==> config.mk <==
export PLATFORM = sky130hd
export DESIGN_NAME = rpc_frame_parser
export DESIGN_NICKNAME = d
export VERILOG_FILES = /design/src/rtl/core/rfp_pkg.sv /design/src/rtl/core/rpc_frame_parser.sv
export SDC_FILE = /design/constraint.sdc
export NUM_CORES = 1
export LEC_CHECK = 0
export BUFFER_PORTS_ARGS = -buffer_cell sky130_fd_sc_hd__buf_2
export CORE_UTILIZATION = 35
export DETAILED_ROUTE_END_ITERATION = 10
export SETUP_SLACK_MARGIN = 0.2
export SLEW_MARGIN = 20
export SYNTH_ARGS = -nofsm -noshare
export SYNTH_HDL_FRONTEND = slang
export SYNTH_SLANG_ARGS = --single-unit
==> constraint.sdc <==
create_clock -name clock -period 5.8 [get_ports clock]
set_input_delay 0.87 -clock clock [delete_from_list [all_inputs] [get_ports clock]]
set_output_delay 0.87 -clock clock [all_outputs]
set_load 0.05 [all_outputs]
==> src/rtl/core/rfp_pkg.sv <==
package rfp_pkg;

   // largest frame length accepted
   localparam int unsigned MAX_FRAME = 4096;
   // width of frame positions, lengths and field counts
   localparam int unsigned POS_W = $clog2(MAX_FRAME + 1);
   // start, length, three length words, error code, checksum and end
   localparam int unsigned FIXED_BYTES = 26;
   // bytes of fixed tail still needed after each length word
   localparam int unsigned TAIL_AFTER_IDLEN = 17;
   localparam int unsigned TAIL_AFTER_SVCLEN = 13;
   localparam int unsigned TAIL_AFTER_INFOLEN = 5;
   // fixed tail bytes after the payload (checksum and end), plus one
   localparam int unsigned PAY_TAIL = 6;
   localparam int unsigned WORD_BYTES = 4;

   localparam logic [7:0] START_MARKER_RST = 8'h02;
   localparam logic [7:0] END_MARKER_RST = 8'h03;

   typedef logic [POS_W-1:0] pos_type;

   typedef enum logic [3:0] {
      PH_HUNT    = 4'd0,
      PH_LEN     = 4'd1,
      PH_IDLEN   = 4'd2,
      PH_ID      = 4'd3,
      PH_SVCLEN  = 4'd4,
      PH_SVC     = 4'd5,
      PH_ERR     = 4'd6,
      PH_INFOLEN = 4'd7,
      PH_INFO    = 4'd8,
      PH_PAY     = 4'd9,
      PH_CSUM    = 4'd10,
      PH_END     = 4'd11,
      PH_DRAIN   = 4'd12
   } phase_type;

   typedef enum logic [3:0] {
      TAG_START   = 4'd0,
      TAG_LEN     = 4'd1,
      TAG_IDLEN   = 4'd2,
      TAG_ID      = 4'd3,
      TAG_SVCLEN  = 4'd4,
      TAG_SVC     = 4'd5,
      TAG_ERRCODE = 4'd6,
      TAG_INFOLEN = 4'd7,
      TAG_INFO    = 4'd8,
      TAG_PAY     = 4'd9,
      TAG_CSUM    = 4'd10,
      TAG_END     = 4'd11,
      TAG_SKIP    = 4'd12
   } tag_type;

   typedef enum logic [2:0] {
      ST_PROGRESS = 3'd0,
      ST_OK       = 3'd1,
      ST_NO_END   = 3'd2,
      ST_EMPTY_ID = 3'd3,
      ST_OVERRUN  = 3'd4,
      ST_BAD_LEN  = 3'd5
   } status_type;

   typedef enum logic {
      CSR_START_MARKER = 1'b0,
      CSR_END_MARKER   = 1'b1
   } csr_index_type;

endpackage

==> src/rtl/core/rpc_frame_parser.sv <==
// channel   ports                                         direction
// --------  --------------------------------------------  ---------
// request   req_valid, req_ready, req_in_byte             in
// response  rsp_valid, rsp_ready, rsp_out_byte,           out
//           rsp_field_tag, rsp_frame_last, rsp_frame_status
// config    csr_we, csr_index, csr_wdata                  in
//
// one byte per cycle while the response is not stalled: a byte is parsed against
// the frame state in the cycle it is offered, and its response is loaded into the
// output register at the edge that accepts it.
// reset is synchronous and active high; it returns the parser to hunting for
// the start marker and the markers to their defaults.
// a stalled response holds the output register; no new byte is taken until it goes
module rpc_frame_parser (
   input  logic                      clock,
   input  logic                      reset,
   input  logic                      req_valid,
   output logic                      req_ready,
   input  logic [7:0]                req_in_byte,
   output logic                      rsp_valid,
   input  logic                      rsp_ready,
   output logic [7:0]                rsp_out_byte,
   output logic [3:0]                rsp_field_tag,
   output logic                      rsp_frame_last,
   output logic [2:0]                rsp_frame_status,
   input  logic                      csr_we,
   input  rfp_pkg::csr_index_type    csr_index,
   input  logic [7:0]                csr_wdata
);
   import rfp_pkg::*;

   // configuration
   logic [7:0] start_marker_ff;
   logic [7:0] end_marker_ff;

   // frame state
   phase_type  phase_ff, phase_in;
   pos_type    pos_ff, pos_in;
   pos_type    len_ff, len_in;
   logic [31:0] accum_ff, accum_in;
   pos_type    rem_ff, rem_in;
   status_type err_ff, err_in;

   // response register
   logic       rsp_valid_ff;
   logic [7:0] out_byte_ff;
   tag_type    tag_ff, tag_in;
   logic       last_ff, last_in;
   status_type status_ff, status_in;

   // parse working values
   logic        accept;
   pos_type     idx;
   pos_type     rem_dec;
   logic [31:0] word_val;
   logic        word_done;
   pos_type     pay_len;
   pos_type     slack_idlen;
   pos_type     slack_svclen;
   pos_type     slack_infolen;
   logic [POS_W:0] idx_next;

   assign accept = req_valid && req_ready;
   assign req_ready = !rsp_valid_ff || rsp_ready;

   // position of this byte in the frame; a hunted byte counts as the first
   assign idx = (phase_ff == PH_HUNT) ? '0 : pos_ff;

   // bytes still unclaimed after idx once the fixed tail is set aside
   assign slack_idlen   = len_ff - idx - POS_W'(1 + TAIL_AFTER_IDLEN);
   assign slack_svclen  = len_ff - idx - POS_W'(1 + TAIL_AFTER_SVCLEN);
   assign slack_infolen = len_ff - idx - POS_W'(1 + TAIL_AFTER_INFOLEN);
   assign pay_len       = len_ff - idx - POS_W'(PAY_TAIL);
   assign idx_next      = {1'b0, idx} + (POS_W+1)'(1);
   assign rem_dec       = rem_ff - POS_W'(1);
   assign word_val      = {accum_ff[23:0], req_in_byte};

   // next state and response for the byte on the request port
   always_comb begin
      phase_in  = phase_ff;
      len_in    = len_ff;
      accum_in  = accum_ff;
      rem_in    = rem_ff;
      err_in    = err_ff;
      tag_in    = TAG_SKIP;
      last_in   = 1'b0;
      status_in = ST_PROGRESS;
      word_done = 1'b0;

      case (phase_ff)
         PH_HUNT: begin
            if (req_in_byte == start_marker_ff) begin
               tag_in   = TAG_START;
               err_in   = ST_PROGRESS;
               len_in   = '0;
               phase_in = PH_LEN;
               rem_in   = POS_W'(WORD_BYTES);
               accum_in = '0;
            end
         end
         PH_LEN, PH_IDLEN, PH_SVCLEN, PH_ERR, PH_INFOLEN, PH_CSUM: begin
            case (phase_ff)
               PH_LEN:     tag_in = TAG_LEN;
               PH_IDLEN:   tag_in = TAG_IDLEN;
               PH_SVCLEN:  tag_in = TAG_SVCLEN;
               PH_ERR:     tag_in = TAG_ERRCODE;
               PH_INFOLEN: tag_in = TAG_INFOLEN;
               default:    tag_in = TAG_CSUM;
            endcase
            accum_in  = word_val;
            rem_in    = rem_dec;
            word_done = (rem_dec == '0);
         end
         PH_ID, PH_SVC, PH_INFO, PH_PAY: begin
            rem_in = rem_dec;
            case (phase_ff)
               PH_ID:   tag_in = TAG_ID;
               PH_SVC:  tag_in = TAG_SVC;
               PH_INFO: tag_in = TAG_INFO;
               default: tag_in = TAG_PAY;
            endcase
            if (rem_dec == '0) begin
               rem_in   = POS_W'(WORD_BYTES);
               accum_in = '0;
               case (phase_ff)
                  PH_ID:   phase_in = PH_SVCLEN;
                  PH_SVC:  phase_in = PH_ERR;
                  PH_INFO: begin
                     if (pay_len != '0) begin
                        phase_in = PH_PAY;
                        rem_in   = pay_len;
                     end else begin
                        phase_in = PH_CSUM;
                     end
                  end
                  default: phase_in = PH_CSUM;
               endcase
            end
         end
         PH_END: begin
            tag_in   = TAG_END;
            last_in  = 1'b1;
            phase_in = PH_HUNT;
            if (err_ff != ST_PROGRESS) begin
               status_in = err_ff;
            end else if (req_in_byte == end_marker_ff) begin
               status_in = ST_OK;
            end else begin
               status_in = ST_NO_END;
            end
         end
         default: begin
            // draining an overrun frame up to its declared length
            if (idx_next >= {1'b0, len_ff}) begin
               tag_in    = TAG_END;
               last_in   = 1'b1;
               status_in = err_ff;
               phase_in  = PH_HUNT;
            end
         end
      endcase

      // a length, code or checksum word has just completed
      if (word_done) begin
         case (phase_ff)
            PH_LEN: begin
               if (word_val < 32'(FIXED_BYTES) || word_val > 32'(MAX_FRAME)) begin
                  last_in   = 1'b1;
                  status_in = ST_BAD_LEN;
                  phase_in  = PH_HUNT;
               end else begin
                  len_in   = word_val[POS_W-1:0];
                  phase_in = PH_IDLEN;
                  rem_in   = POS_W'(WORD_BYTES);
                  accum_in = '0;
               end
            end
            PH_IDLEN: begin
               if (word_val == '0 && err_in == ST_PROGRESS) begin
                  err_in = ST_EMPTY_ID;
               end
               if (word_val > 32'(slack_idlen)) begin
                  if (err_in == ST_PROGRESS) err_in = ST_OVERRUN;
                  phase_in = PH_DRAIN;
               end else if (word_val != '0) begin
                  phase_in = PH_ID;
                  rem_in   = word_val[POS_W-1:0];
               end else begin
                  phase_in = PH_SVCLEN;
                  rem_in   = POS_W'(WORD_BYTES);
                  accum_in = '0;
               end
            end
            PH_SVCLEN: begin
               if (word_val > 32'(slack_svclen)) begin
                  if (err_in == ST_PROGRESS) err_in = ST_OVERRUN;
                  phase_in = PH_DRAIN;
               end else if (word_val != '0) begin
                  phase_in = PH_SVC;
                  rem_in   = word_val[POS_W-1:0];
               end else begin
                  phase_in = PH_ERR;
                  rem_in   = POS_W'(WORD_BYTES);
                  accum_in = '0;
               end
            end
            PH_ERR: begin
               phase_in = PH_INFOLEN;
               rem_in   = POS_W'(WORD_BYTES);
               accum_in = '0;
            end
            PH_INFOLEN: begin
               if (word_val > 32'(slack_infolen)) begin
                  if (err_in == ST_PROGRESS) err_in = ST_OVERRUN;
                  phase_in = PH_DRAIN;
               end else if (word_val != '0) begin
                  phase_in = PH_INFO;
                  rem_in   = word_val[POS_W-1:0];
               end else if (pay_len != '0) begin
                  phase_in = PH_PAY;
                  rem_in   = pay_len;
               end else begin
                  phase_in = PH_CSUM;
                  rem_in   = POS_W'(WORD_BYTES);
                  accum_in = '0;
               end
            end
            default: phase_in = PH_END;
         endcase
      end

      pos_in = (phase_in == PH_HUNT) ? '0 : idx_next[POS_W-1:0];
   end

   // marker registers
   always_ff @(posedge clock) begin
      if (reset) begin
         start_marker_ff <= START_MARKER_RST;
         end_marker_ff   <= END_MARKER_RST;
      end else if (csr_we) begin
         case (csr_index)
            CSR_START_MARKER: start_marker_ff <= csr_wdata;
            CSR_END_MARKER:   end_marker_ff   <= csr_wdata;
            default: ;
         endcase
      end
   end

   // frame state advances on each accepted transaction
   always_ff @(posedge clock) begin
      if (reset) begin
         phase_ff <= PH_HUNT;
         pos_ff   <= '0;
         len_ff   <= '0;
         accum_ff <= '0;
         rem_ff   <= '0;
         err_ff   <= ST_PROGRESS;
      end else if (accept) begin
         phase_ff <= phase_in;
         pos_ff   <= pos_in;
         len_ff   <= len_in;
         accum_ff <= accum_in;
         rem_ff   <= rem_in;
         err_ff   <= err_in;
      end
   end

   // response valid
   always_ff @(posedge clock) begin
      if (reset) begin
         rsp_valid_ff <= 1'b0;
      end else if (accept) begin
         rsp_valid_ff <= 1'b1;
      end else if (rsp_ready) begin
         rsp_valid_ff <= 1'b0;
      end
   end

   // response payload
   always_ff @(posedge clock) begin
      if (accept) begin
         out_byte_ff <= req_in_byte;
         tag_ff      <= tag_in;
         last_ff     <= last_in;
         status_ff   <= status_in;
      end
   end

   assign rsp_valid        = rsp_valid_ff;
   assign rsp_out_byte     = out_byte_ff;
   assign rsp_field_tag    = tag_ff;
   assign rsp_frame_last   = last_ff;
   assign rsp_frame_status = status_ff;

endmodule

==> results.py <==
metrics = {
    "sta": {
        "drv_slew": 0,
        "worst_slack_ns": 0.213,
        "slew_headroom_pct": 29.7,
        "tightest_slew_ns": 1.05,
        "rsz0062_at_grt": "yes",
        "period_minus_slack_ns": 5.59,
        "fmax_mhz": 179,
        "setup_viol_count_final": 0,
        "final-hold-violation-count": 0,
        "fin_crit_sh_pct": 96.3,
        "fin_skew_ns": 0.0202,
    },
    "global_routing": {
        "grt_pass1_wl_mm": 46.2,
        "grt_pass1_vias": 8464,
        "grt_max_degree": 56,
        "grt_util_all_layers_pct": 23.1,
        "grt_overflow": 0,
        "antenna_found_initial": 1,
    },
    "worst_setup_path": {
        "critical_path.startpoint": "phase_ff[1]",
        "r2r_slack_ns": 0.21,
        "required_ns": 6.06,
        "cp-end-kind": "flip-flop",
        "critPathKind": "reg -> reg",
        "cp_max_fo": 7,
        "cp.arrival_ns": 5.85,
        "r2r-start": "phase_ff[1]",
        "start_kind": "flip-flop",
    },
    "power_and_ir_drop": {
        "vdd_drop_max_mv": 0.136,
        "p_per_area_nw_per_um2": 171,
        "p_leak_nw": 4.28,
    },
    "clock_network": {
        "clk_pin_slew_ns": 0.09,
        "cts-root-buf": "clkbuf_16",
        "cts_tree": "built",
        "cts_buffer_depth": 2,
        "cts_buffers": 9,
        "h-tree-depth": 3,
        "clock_latency_ns": 0.37,
        "cts.sink_count": 103,
    },
    "finish": {
        "fillers": 2391,
        "layout_common_cells": "nand2_1 (145), buf_4 (106), nor2_1 (98), dfxtp_1 (86), a21oi_1 (60)",
        "num-nets-final": 1301,
        "area_growth_pct": 25.1,
        "diodes": 0,
        "drive_gt1_share_pct": 25.4,
        "final_common_cell": "nand2_1",
        "finalInstanceArea_um2": 10800,
    },
    "die": {
        "rows": 57,
        "die_w_um": 159,
        "die_y_um": 159,
        "dieArea_um2": 25300,
        "io_pins": 40,
        "start_util_pct": 35.6,
        "core-area_um2": 24200,
    },
    "logic_synthesis": {
        "netlist_instances": 1106,
        "syn-num-nets": 1192,
        "yosysWarnings": 0,
        "netlist_area_um2": 8620,
        "asyncSetResetFlopFracSynth_pct": 0,
        "ys_ff_latch": 103,
        "seq_area_frac_synth_pct": 25.8,
        "synth_edf_count": 16,
        "ys.flop_type": "dfxtp_1",
        "avgSynthCellArea_um2": 7.80,
        "ys_types": 100,
    },
    "routing": {
        "routed_via_density": 5.79,
        "drtIter0Drc": 832,
        "drt_pass1_iterations": 5,
        "route.detailed.wl_per_inst_um": 19.3,
        "postRouteAntennaNets": 0,
        "finalWirelength_mm": 29.7,
        "num_vias": 8938,
        "drc": 0,
    },
    "place": {
        "io_buffers": 39,
        "dpl.hpwl_mm": 21.5,
        "place.gp.congestion": 0.968,
        "dp_slack_ns": 0.0421,
        "place_area_um2": 9640,
    },
    "worst_hold_path": {
        "hold_class": "reg -> reg",
        "hp-start": "start_marker_ff[7]",
    },
    "flow_run": {
        "cap_viol_max_count": 0,
    },
    "status": {
        "status": "completed",
    },
}
## layout make-up
type / instances / area, µm² / area share, %
multi-input combinational: 915 / 6600 / 61.2
clock inverter: 7 / 81.3 / 0.754
sequential: 103 / 2220 / 20.6
clock buffer: 9 / 225 / 2.09
inverter: 30 / 113 / 1.04
timing repair buffer: 156 / 1140 / 10.6
tap: 324 / 405 / 3.76
## report_power, final
| group | internal, mW | switching (mW) |
|---|---|---|
| combinational | 0.163 | 0.267 |
| sequential | 0.748 | 0.0252 |
| clock | 0.311 | 0.325 |
| total | 1.22 | 0.618 |
## registers in the layout, indices dropped and copies added, names as in the netlist
signal,count
rsp_frame_status,3
rsp_field_tag,4
pos_ff,13
accum_ff,24
rsp_frame_last,1
rem_ff,13
end_marker_ff,8
rsp_out_byte,8
err_ff,3
phase_ff,4
len_ff,13
start_marker_ff,8
rsp_valid,1
## critical path, cell delays in order (launching register included)
cell and delay [ns]:
dfxtp_2 0.32, or4_4 0.55, and2_4 0.18, ha_4 0.17, fa_2 0.36, nand2b_4 0.17
a211oi_4 0.20, buf_6 0.17, buf_6 0.11, o21ai_2 0.07, a22oi_4 0.26, buf_6 0.16
a31oi_2 0.09, nor2_1 0.24, ha_1 0.29, nand2_1 0.07, o32a_1 0.16, o21a_1 0.17
nor2_2 0.06, o31ai_4 0.33, a31oi_4 0.20, o31ai_4 0.29, a21boi_2 0.08, buf_4 0.15
nor4_4 0.28, buf_6 0.17, clkbuf_16 0.15, o21ai_2 0.04
## stage by stage
step	setup TNS [ns]	instances	total power [mW]	hold slack [ns]	utilization, %
after global placement	0	1483	1.16	0.456	39.7
after global routing	-0.00674	1544	1.91	0.489	44.5
after floorplan	0	1106	1.05	0.443	-
final	0	1544	1.84	0.468	44.5
after CTS	0	1516	1.81	0.469	42.3
after detailed placement	0	1483	1.16	0.459	39.7
## cell families (layout without fill, tap and decap cells)
logic type               count (synthesis)  in the layout  synth area share, %
adder cells (fa/ha/maj)                 64             64                 9.37
AO/OA/AOI/OAI                          320            323                 27.4
multiplexers                             1              1                0.131
buffers and inverters                   91            202                 4.53
AND/OR/NAND/NOR                        458            458                 25.6
XOR/XNOR                                69             69                 7.18
flip-flops                             103            103                 25.8
## metal layers
metal / vias up / global-route usage (%) / share of wire [%]
li1: 4299 / - / -
met1: 4190 / 31.3 / 45
met2: 389 / 36.1 / 44
met4: 0 / 8.13 / 2.8
met5: - / 0 / 0
met3: 60 / 5.16 / 8.2
## synth_stat cells (16+ instances only)
cell type,instances,area (µm²)
nand2_1,153,574
nor4_1,18,113
a22o_1,24,210
nand3_1,31,155
dfxtp_1,87,1740
xnor2_1,32,280
edfxtp_1,16,480
inv_1,30,113
ha_1,63,788
a211oi_1,18,135
nor2_1,110,413
a21oi_1,68,340
o21ai_0,60,300
a22oi_1,16,120
nor3_1,47,235
nand4_1,19,119
clkbuf_1,42,158
xor2_1,35,307
## what timing repair did
item | CTS | global route
gates cloned | 2 | 2
pin swaps | 18 | 43
gates resized for setup | 34 | 61
hold buffers | 0 | 0
setup buffers | 15 | 25
setup endpoints to repair | 51 | 54
## worst paths after layout
path / end / cells past startpoint
setup reg to reg: pos_ff[3] / 27
hold / removal: start_marker_ff[7] / 2
setup / recovery: pos_ff[3] / 27
hold reg to reg: start_marker_ff[7] / 2
(Power assumes the default switching activity.)
